[config.mk]
export PLATFORM = sky130hd
export DESIGN_NAME = sros_ctrl
export DESIGN_NICKNAME = d
export VERILOG_FILES = /design/src/design/sros_pkg.sv /design/src/design/sros_ctrl.sv
export SDC_FILE = /design/constraint.sdc
export NUM_CORES = 1
export LEC_CHECK = 0
export ABC_AREA = 1
export BUFFER_PORTS_ARGS = -buffer_cell sky130_fd_sc_hd__buf_2
export CAP_MARGIN = 20
export CORE_MARGIN = 2
export CORE_UTILIZATION = 38
export CTS_CLUSTER_DIAMETER = 120
export DETAILED_ROUTE_END_ITERATION = 12
export HOLD_SLACK_MARGIN = 0.02
export PLACE_DENSITY = 0.75
export SLEW_MARGIN = 0
export SYNTH_ARGS = -nofsm -noshare
export SYNTH_HDL_FRONTEND = slang
export SYNTH_SLANG_ARGS = --single-unit
export TNS_END_PERCENT = 30
[constraint.sdc]
create_clock -name clk -period 1.4 [get_ports clk]
set_clock_uncertainty 0.1 [all_clocks]
set_input_delay 0.28 -clock clk [delete_from_list [all_inputs] [get_ports clk]]
set_output_delay 0.28 -clock clk [all_outputs]
set_load 0.1 [all_outputs]
[src/design/sros_pkg.sv]
package sros_pkg;

  localparam int CMD_W    = 2;
  localparam int IDX_W    = 10;
  localparam int POS_W    = 32;
  localparam int STATUS_W = 2;
  localparam int CNT_W    = 11;

  typedef enum logic [CMD_W-1:0] {
    CMD_LOAD  = 2'd0,
    CMD_QUERY = 2'd1,
    CMD_BATCH = 2'd2,
    CMD_NOP   = 2'd3
  } cmd_t;

  typedef enum logic [STATUS_W-1:0] {
    ST_OK       = 2'd0,
    ST_DUP      = 2'd1,
    ST_NONE     = 2'd2,
    ST_BAD_SPAN = 2'd3
  } status_t;

  typedef enum logic [3:0] {
    S_INIT, S_IDLE, S_WR, S_CLR, S_DUP_RD, S_DUP_EV,
    S_F1_RD, S_F1_EV, S_F2_RD, S_F2_EV, S_BK_RD, S_BK_EV,
    S_VF_RD, S_VF_EV, S_DONE
  } state_t;

  typedef enum logic [1:0] {
    KS_CURSOR, KS_CUR, KS_HIT
  } ksrc_t;

  // controller -> datapath
  typedef struct packed {
    logic    latch;
    logic    wr_reg;
    logic    clr_init;
    logic    clr_step;
    logic    cursor_clr;
    logic    sel_re;
    logic    stop_en;
    logic    dir_bwd;
    logic    k_load;
    ksrc_t   k_src;
    logic    step;
    logic    cap_cur;
    logic    cap_hi;
    logic    cap_lo;
    logic    commit;
    logic    set_st;
    status_t st;
    logic    found;
    logic    out_load;
  } ctl_t;

  // datapath -> controller
  typedef struct packed {
    logic ov;
    logic hit;
    logic fail;
    logic k_eq_hi;
    logic dup;
    logic start_bad;
    logic clr_last;
    logic out_free;
  } sts_t;

endpackage

[src/design/sros_ctrl.sv]
module sros_ctrl import sros_pkg::*; (
  input  logic             clk,
  input  logic             rst_n,
  input  logic             in_valid,
  output logic             in_ready,
  input  logic [CMD_W-1:0] in_cmd,
  input  sts_t             sts,
  output ctl_t             ctl
);

  state_t state_r, state_nxt;
  logic   accept;

  assign in_ready = state_r == S_IDLE;
  assign accept   = in_valid && in_ready;

  always_ff @(posedge clk) begin
    if (!rst_n) begin
      state_r <= S_INIT;
    end else begin
      state_r <= state_nxt;
    end
  end

  always_comb begin
    state_nxt = state_r;
    case (state_r)
      S_INIT: if (sts.clr_last) state_nxt = S_IDLE;
      S_IDLE: begin
        if (accept) begin
          case (cmd_t'(in_cmd))
            CMD_LOAD:  state_nxt = S_WR;
            CMD_QUERY: state_nxt = S_DUP_RD;
            CMD_BATCH: state_nxt = S_CLR;
            default:   state_nxt = S_DONE;
          endcase
        end
      end
      S_WR:     state_nxt = S_DONE;
      S_CLR:    if (sts.clr_last) state_nxt = S_DONE;
      S_DUP_RD: state_nxt = S_DUP_EV;
      S_DUP_EV: state_nxt = (sts.dup || sts.start_bad) ? S_DONE : S_F1_RD;
      S_F1_RD:  state_nxt = S_F1_EV;
      S_F1_EV: begin
        if (sts.hit) state_nxt = S_F2_RD;
        else if (sts.fail) state_nxt = S_DONE;
        else state_nxt = S_F1_RD;
      end
      S_F2_RD:  state_nxt = S_F2_EV;
      S_F2_EV:  state_nxt = (sts.hit || sts.fail) ? S_BK_RD : S_F2_RD;
      S_BK_RD:  state_nxt = S_BK_EV;
      S_BK_EV: begin
        if (sts.hit) state_nxt = S_VF_RD;
        else if (sts.fail) state_nxt = S_DONE;
        else state_nxt = S_BK_RD;
      end
      S_VF_RD:  state_nxt = S_VF_EV;
      S_VF_EV:  state_nxt = (!sts.ov || sts.k_eq_hi) ? S_DONE : S_VF_RD;
      S_DONE:   if (sts.out_free) state_nxt = S_IDLE;
      default:  state_nxt = S_IDLE;
    endcase
  end

  always_comb begin
    ctl = '0;
    ctl.k_src = KS_CURSOR;
    ctl.st    = ST_OK;
    case (state_r)
      S_INIT: ctl.clr_step = 1'b1;
      S_IDLE: begin
        ctl.latch    = accept;
        ctl.clr_init = accept;
        ctl.set_st   = accept;
      end
      S_CLR: begin
        ctl.clr_step   = 1'b1;
        ctl.cursor_clr = sts.clr_last;
      end
      S_WR: ctl.wr_reg = 1'b1;
      S_DUP_EV: begin
        ctl.k_load = 1'b1;
        ctl.k_src  = KS_CURSOR;
        ctl.set_st = sts.dup || sts.start_bad;
        ctl.st     = sts.dup ? ST_DUP : ST_NONE;
      end
      S_F1_EV: begin
        ctl.stop_en = 1'b1;
        ctl.k_load  = sts.hit;
        ctl.k_src   = KS_HIT;
        ctl.cap_cur = sts.hit;
        ctl.cap_hi  = sts.hit;
        ctl.step    = !sts.hit && !sts.fail;
        ctl.set_st  = !sts.hit && sts.fail;
        ctl.st      = ST_NONE;
      end
      S_F2_EV: begin
        ctl.sel_re = 1'b1;
        ctl.cap_hi = sts.hit;
        ctl.k_load = sts.hit || sts.fail;
        ctl.k_src  = KS_CUR;
        ctl.step   = !sts.hit && !sts.fail;
      end
      S_BK_RD: begin
        ctl.sel_re  = 1'b1;
        ctl.dir_bwd = 1'b1;
      end
      S_BK_EV: begin
        ctl.sel_re  = 1'b1;
        ctl.dir_bwd = 1'b1;
        ctl.cap_lo  = sts.hit;
        ctl.k_load  = sts.hit;
        ctl.k_src   = KS_HIT;
        ctl.step    = !sts.hit && !sts.fail;
        ctl.set_st  = !sts.hit && sts.fail;
        ctl.st      = ST_BAD_SPAN;
      end
      S_VF_EV: begin
        ctl.sel_re = 1'b1;
        ctl.step   = sts.ov && !sts.k_eq_hi;
        ctl.commit = sts.ov && sts.k_eq_hi;
        ctl.set_st = !sts.ov || sts.k_eq_hi;
        ctl.st     = sts.ov ? ST_OK : ST_BAD_SPAN;
        ctl.found  = sts.ov;
      end
      S_DONE: ctl.out_load = sts.out_free;
      default: ;
    endcase
  end

  a_idle_ready: assert property (@(posedge clk) disable iff (!rst_n)
    accept |=> !in_ready)
    else $error("second transaction taken before the first finished");

  a_done_hold: assert property (@(posedge clk) disable iff (!rst_n)
    (state_r == S_DONE && !sts.out_free) |=> state_r == S_DONE)
    else $error("result dropped while output busy");

  a_commit_once: assert property (@(posedge clk) disable iff (!rst_n)
    ctl.commit |=> state_r == S_DONE)
    else $error("commit without result");

endmodule

==> results.md, run 1 <==
* #FFs+latches synth at 4
* Synth warn at 0
* Final GP Congestion at 0.978
* Outcome: stopped before the end
* I/O pin total at 35
* Tool error: [ERROR DPL-0033] detailed placement checks failed during check placement.
* Cell taking the most area after synthesis: nand2_1
* Post-synthesis async set-or-reset flop share at 0
* Synth top area share at 0.193
* Cell variety after synth at 22
* Post-synthesis net count at 127
* Die Ht at 43.8 microns
* Cell Rows at 14
* Dpl hpwl at 3380 microns
* Synth Cell Area at 603 sq um
* Mux share of post-synthesis cell area at 0
* Initial Util at 0.405
* Top-count cell post-synth: nand2_1
* Gate Count Post-Synth at 114
* Post-synthesis xor/xnor area fraction at 0
* Simple-gate share of the synthesized area at 0.583
* Largest family of logic cells by synthesized area: simple AND/OR/NAND/NOR gates
* I/O Buffers at 34
* Top cells by area, synth: nand2_1 19%, dfxtp_1 13%, nor2_1 12%
* Synth Area in Compound Gates at 0.147
* Seq/Total Area, Yosys at 0.133
* Main synth FF type: dfxtp_1
* Die width at 43.8 microns
* Post-Synth Adder-Cell Area at 0
* Avg Cell Area, Syn at 5.29 sq um
* EDFF count, synth at 0
* Fail Step: detailed placement
* Top cells by count, synth: 31 x nand2_1, 20 x nor2_1, 11 x inv_1, 11 x nand3_1, 7 x inv_2
==> stage by stage <==
| step | instances | setup TNS (ns) | worst slack (ns) | hold slack (ns) |
|---|---|---|---|---|
| 3_3_place_gp | 194 | -2.42 | -0.238 | 0.412 |
| 2_1_floorplan | 114 | -19.66 | -1.60 | 0.293 |
==> cell families after synthesis <==
group                  after synthesis
buffers and inverters               20
flip-flops                           4
AO/OA/AOI/OAI                       14
AND/OR/NAND/NOR                     76
==> run 2, diff against run 1 <==
--- a/config.mk
+++ b/config.mk
@@ -8,12 +8,10 @@
 export ABC_AREA = 1
 export BUFFER_PORTS_ARGS = -buffer_cell sky130_fd_sc_hd__buf_2
 export CAP_MARGIN = 20
-export CORE_MARGIN = 2
-export CORE_UTILIZATION = 38
-export CTS_CLUSTER_DIAMETER = 120
+export CORE_AREA = 2 2 63 65
 export DETAILED_ROUTE_END_ITERATION = 12
-export HOLD_SLACK_MARGIN = 0.02
-export PLACE_DENSITY = 0.75
+export DIE_AREA = 0 0 65 67
+export PLACE_DENSITY_LB_ADDON = 0.15
 export SLEW_MARGIN = 0
 export SYNTH_ARGS = -nofsm -noshare
 export SYNTH_HDL_FRONTEND = slang
==> constraint.sdc (replaced) <==
create_clock -name clk -period 1.8 [get_ports clk]
set_clock_uncertainty 0.1 [all_clocks]
set_input_delay 0.36 -clock clk [delete_from_list [all_inputs] [get_ports clk]]
set_output_delay 0.36 -clock clk [all_outputs]
set_load 0.1 [all_outputs]
==> results.md, run 2 <==
* Lkg Pwr at 0.733 nW
* Dpl hpwl at 2030 microns (was 3380 microns)
* Routed wire length at 2600 microns
* Dpl ws at -0.0293 ns
* Inst Count DP at 207
* Worst path bufs/invs at 2
* Register name with the most flops: state_r
* Slew @ Worst Pin at 0.344 ns
* I/O pin total at 35 (unchanged)
* Layout cell share with drive strength beyond 1 at 0.628
* RSZ-0062 raised after global routing: true
* Remaining DRCs at 0
* Synth Cell Area at 603 sq um (unchanged)
* Root buffer cell: clkbuf_8
* Seq/Total Area, Yosys at 0.133 (unchanged)
* Max Cap Violations at 0
* Critical R2R Launch: state_r[1]
* Worst EP required at 1.34 ns
* CTS buffer count at 3
* I/O Buffers at 34 (unchanged)
* Worst Setup End Kind: output pin
* Area growth syn-to-layout at 158%
* Main synth FF type: dfxtp_1 (unchanged)
* Cell variety after synth at 22 (unchanged)
* Hold path start: rst_n
* GR Overflow Total at 0
* CTS tree: yes
* Final setup TNS at -0.441 ns
* WHS at 0.280 ns
* CP peak stage delay at 0.35 ns
* Largest net degree at the start of global routing at 8
* Final worst-path setup slack at -0.0896 ns
* Final GP Congestion at 0.900 (was 0.978)
* Sw Ratio at 0.585
* Routed vias/inst at 4.34
* Setup crit start: state_r[1]
* Post-synthesis net count at 127 (unchanged)
* EDFF count, synth at 0 (unchanged)
* Peak supply drop at 992 uV
* Max-slew violation count at 0
* Core area at 3610 sq um
* Via Count at 954
* Synth warn at 0 (unchanged)
* Gate Count Post-Synth at 114 (unchanged)
* Fraction of the cycle the final worst path needs at 1.05
* Top cells by area, synth: nand2_1 19%, dfxtp_1 13%, nor2_1 12% (unchanged)
* Cell Rows at 22 (was 14)
* CP max-delay cell: dfxtp_4
* DR pass1 iterations at 4
* Worst-Skew Late Latency at 0.21 ns
* #FFs+latches synth at 4 (unchanged)
* Util after Layout at 0.432
* # diodes at 0
* Die Area at 4360 sq um
* CP Max Fanout at 7
* Die width at 65 microns (was 43.8 microns)
* Fin area at 1560 sq um
* Max reg flops at 4
* DR WL/cell at 11.8 microns
* Filler cell count at 357
* Top-count cell post-synth: nand2_1 (unchanged)
* Overall power at 2.70 mW
* Failing checks: setup timing
* Seq pwr share at 0.087
* Initial Util at 0.167 (was 0.405)
* Non-filler cells in the finished layout at 220
* Clock buffer depth at 2
* CP top delay family: flip-flops
* Int Power at 1.12 mW
* Tot GR Track Use at 0.122
* Clock share of power at 0.068
* Final Hold Fails at 0
* Data arrival, critical path at 1.43 ns
* Hold Path Class: in2reg
* Switch Pwr at 1.58 mW
* Largest registers: state_r x4
* Number of DRC markers in iteration 0 at 18
* CP startpoint kind: flop
* Avg Cell Area, Syn at 5.29 sq um (unchanged)
* Initial antenna violation count at 0
* Outcome: finished with violations (was stopped before the end)
* Most frequent cells in the layout: 27 x nand2_1, 22 x buf_12, 19 x buf_4
* H-tree lvl count at 1
* Die Ht at 67 microns (was 43.8 microns)
* First-pass GRT wire length at 4170 microns
* Setup violations, final at 8
* Slew HR at 0.769
* # clock sinks at 4
* Cell taking the most area after synthesis: nand2_1 (unchanged)
* Crit-path cells: buf_6 -> nor2_8 -> nand2_4 -> o211ai_1 -> buf_12
* Worst-path clk slew at 0.03 ns
* Vias in the first global route at 948
* WS Path Type: reg2out
* Post-synthesis async set-or-reset flop share at 0 (unchanged)
* Synth top area share at 0.193 (unchanged)
* Pwr/cell area at 1730 nW/um^2
* F_max at 0.529 GHz
* Top cells by count, synth: 31 x nand2_1, 20 x nor2_1, 11 x inv_1, 11 x nand3_1, 7 x inv_2 (unchanged)
* Post-DP Area at 1330 sq um
* Detail Route Antenna Nets at 0
* Combinational share of power at 0.845
* # nets final at 187
* Commonest non-fill, non-tap cell in the layout: nand2_1
* Period minus WS final at 1.89 ns
-- run 2: kinds of logic (layout without fill, tap and decap cells) --
family,after synthesis,in the layout,synth area share
simple gates,76,76,0.583
buf+inv,20,78,0.137
compound gates,14,14,0.147
flops,4,4,0.133
-- run 2: worst paths after layout --
| path | endpoint | slack, ns | depth (start not counted) |
|---|---|---|---|
| max | ctl[3] | -0.09 | 5 |
| min | state_r[0] | 0.28 | 3 |
| min reg2reg | state_r[0] | 0.55 | 3 |
| max reg2reg | state_r[1] | 0.07 | 12 |
-- run 2: metal layers --
layer / GRT usage / vias up / share of wire
met2: 0.214 / 26 / 0.52
met4: 0.0346 / 0 / 0.0073
met1: 0.150 / 440 / 0.42
li1: - / 486 / -
met3: 0.0236 / 2 / 0.046
met5: 0 / - / 0
-- run 2: final cells by class --
cell class	count	area [sq um]	share of cell area
Multi-Input combinational cell	90	601	0.386
Clock buffer	3	41.3	0.0265
Inverter	18	72.6	0.0466
Sequential cell	4	95.1	0.0610
Timing Repair Buffer	57	688	0.442
Tap cell	48	60.1	0.0386
-- run 2: power groups by stage --
stage	registers (mW)	logic [mW]	clock network (mW)
5_1_grt	0.249	2.40	0.197
2_1_floorplan	0.180	1.34	0
3_3_place_gp	0.196	2.07	0
3_5_place_dp	0.198	2.08	0
4_1_cts	0.227	2.17	0.186
6_report	0.235	2.28	0.183
-- run 2: repair_timing --
action,4_1_cts,5_1_grt
gates cloned,0,0
hold buffers,0,0
gates resized for setup,19,16
setup buffers,9,2
setup endpoints to repair,15,18
pin swaps,7,10
-- run 2: tightest hold or removal path, delay by kind of cell --
| family | cells | cell delay (ns) |
|---|---|---|
| simple gates | 2 | 0.08 |
| buf+inv | 1 | 0.11 |
Note: power is estimated with default switching activity, not from simulation.
==> run 3, diff against run 2 <==
--- a/config.mk
+++ b/config.mk
@@ -8,10 +8,14 @@
 export ABC_AREA = 1
 export BUFFER_PORTS_ARGS = -buffer_cell sky130_fd_sc_hd__buf_2
 export CAP_MARGIN = 20
+export CELL_PAD_IN_SITES_DETAIL_PLACEMENT = 0
+export CELL_PAD_IN_SITES_GLOBAL_PLACEMENT = 1
 export CORE_AREA = 2 2 63 65
 export DETAILED_ROUTE_END_ITERATION = 12
 export DIE_AREA = 0 0 65 67
 export PLACE_DENSITY_LB_ADDON = 0.15
+export RECOVER_POWER = 100
+export REMOVE_ABC_BUFFERS = 1
 export SLEW_MARGIN = 0
 export SYNTH_ARGS = -nofsm -noshare
 export SYNTH_HDL_FRONTEND = slang
==> results.md, run 3 (synthesis results as in run 2) <==
* Slew @ Worst Pin at 0.319 ns (was 0.344 ns)
* Final worst-path setup slack at -0.0791 ns (was -0.0896 ns)
* Remaining DRCs at 0 (unchanged)
* Setup violations, final at 11 (was 8)
* Hold Crit Endpoint: state_r[0] (unchanged)
* Hold Path Class: in2reg (unchanged)
* Hold path start: rst_n (unchanged)
* Final Hold Fails at 0 (unchanged)
* Most frequent cells in the layout: 32 x buf_4, 26 x nand2_1, 19 x buf_12 (was 27 x nand2_1, 22 x buf_12, 19 x buf_4)
* Clock buffer depth at 2 (unchanged)
* Worst Reg-to-Reg Cells at 10 (was 12)
* # nets final at 199 (was 187)
* Fin area at 1610 sq um (was 1560 sq um)
* Die Area at 4360 sq um (unchanged)
* Post-DP Area at 1360 sq um (was 1330 sq um)
* Period minus WS final at 1.88 ns (was 1.89 ns)
* Max-slew violation count at 0 (unchanged)
* Worst-path clk slew at 0.03 ns (about the same)
* F_max at 0.532 GHz (was 0.529 GHz)
* First-pass GRT wire length at 4230 microns (was 4170 microns)
* Initial Util at 0.167 (unchanged)
* Vias in the first global route at 996 (was 948)
* DR pass1 iterations at 4 (unchanged)
* Lkg Pwr at 0.755 nW (was 0.733 nW)
* Die width at 65 microns (unchanged)
* Dpl hpwl at 2140 microns (was 2030 microns)
* Data arrival, critical path at 1.42 ns (was 1.43 ns)
* Initial antenna violation count at 0 (unchanged)
* Slew HR at 0.787 (was 0.769)
* Non-filler cells in the finished layout at 232 (was 220)
* Fraction of the cycle the final worst path needs at 1.04 (was 1.05)
* DR WL/cell at 11.1 microns (was 11.8 microns)
* Area growth syn-to-layout at 168% (was 158%)
* Cell Rows at 22 (unchanged)
* CTS buffer count at 3 (unchanged)
* Peak supply drop at 799 uV (was 992 uV)
* Routed vias/inst at 4.34 (about the same)
* Hold path depth at 3 (unchanged)
* Root buffer cell: clkbuf_8 (unchanged)
* Worst-Skew Late Latency at 0.22 ns (was 0.21 ns)
* Layout cell share with drive strength beyond 1 at 0.641 (was 0.628)
* Tot GR Track Use at 0.124 (was 0.122)
* Via Count at 1007 (was 954)
* Register name with the most flops: state_r (unchanged)
* Final GP Congestion at 0.869 (was 0.900)
* Die Ht at 67 microns (unchanged)
* Largest net degree at the start of global routing at 9 (was 8)
* CP startpoint kind: flop (unchanged)
* Failing checks: setup timing (unchanged)
* # diodes at 0 (unchanged)
* CP Max Fanout at 4 (was 7)
* Pwr/cell area at 1750 nW/um^2 (was 1730 nW/um^2)
* I/O pin total at 35 (unchanged)
* Max Cap Violations at 0 (unchanged)
* WS Path Type: reg2out (unchanged)
* Max reg flops at 4 (unchanged)
* H-tree lvl count at 1 (unchanged)
* # clock sinks at 4 (unchanged)
* Inst Count DP at 222 (was 207)
* R2R setup slack at 0.14 ns (was 0.07 ns)
* Outcome: finished with violations (unchanged)
* Worst Setup End Kind: output pin (unchanged)
* Detail Route Antenna Nets at 0 (unchanged)
* Critical R2R Launch: state_r[1] (unchanged)
* Overall power at 2.83 mW (was 2.70 mW)
* GR Overflow Total at 0 (unchanged)
* Routed wire length at 2580 microns (was 2600 microns)
* RSZ-0062 raised after global routing: true (unchanged)
* Number of DRC markers in iteration 0 at 20 (was 18)
* Worst EP required at 1.34 ns (about the same)
* Largest registers: state_r x4 (unchanged)
* Core area at 3610 sq um (unchanged)
* Commonest non-fill, non-tap cell in the layout: buf_4 (was nand2_1)
* CTS tree: yes (unchanged)
* I/O Buffers at 34 (unchanged)
* FF-to-FF End: state_r[0] (was state_r[1])
run 3: worst max-delay path by stage:
stage,startpoint,to,slack (ns),cells past startpoint
after detailed placement,state_r[0],ctl[9],-0.03,7
after global routing,state_r[2],ctl[4],-0.15,8
after CTS,state_r[2],ctl[12],-0.09,6
final,state_r[2],ctl[12],-0.08,6
after global placement,state_r[0],ctl[9],-0.05,7
after floorplan,state_r[1],ctl[9],-2.50,6
run 3: critical path, stage by stage, from the launching register on:
cell	delay, ns
dfxtp_2	0.35
buf_4	0.12
nand2_2	0.06
nor2_4	0.11
nor2_4	0.06
o211ai_1	0.28
buf_12	0.22
run 3: through the flow:
| stage | setup WS [ns] | hold slack, ns | util | TNS (ns) |
|---|---|---|---|---|
| floorplan | -2.50 | 0.381 | - | -25.34 |
| global placement | -0.0538 | 0.509 | 0.377 | -0.0545 |
| detailed placement | -0.0271 | 0.508 | 0.377 | -0.0573 |
| CTS | -0.0949 | 0.271 | 0.449 | -0.690 |
| global route | -0.146 | 0.284 | 0.448 | -1.55 |
| finish | -0.0791 | 0.276 | 0.448 | -0.610 |
run 3: what timing repair did:
action,CTS,global route
hold buffers,0,0
endpoints found under the hold margin,0,0
pin swaps,9,3
setup buffers,7,0
endpoints found under the setup margin,20,20
resized for setup,47,5
run 3: cell type report:
type,count,area [sq um]
inverter,18,67.6
sequential,4,90.1
clock buffer,3,41.3
timing repair buffer,69,764
multi-input combinational,90,591
fill,377,1990
tap,48,60.1
run 3: report_power, final:
part / switching [mW] / leakage, nW / internal (mW) / total, mW
Sequential: 0.0563 / 0.0350 / 0.144 / 0.201
Combinational: 1.49 / 0.698 / 0.955 / 2.44
Clock: 0.0471 / 0.0216 / 0.143 / 0.190
Total: 1.59 / 0.755 / 1.24 / 2.83
run 3: routing by layer:
layer,share of wire,track usage,wire (microns),vias to the layer above
met1,0.43,0.154,1120,476
met3,0.026,0.0101,67,2
met5,0,0,0,-
met2,0.53,0.228,1380,20
met4,0.0081,0.0319,21,0
li1,-,-,-,509
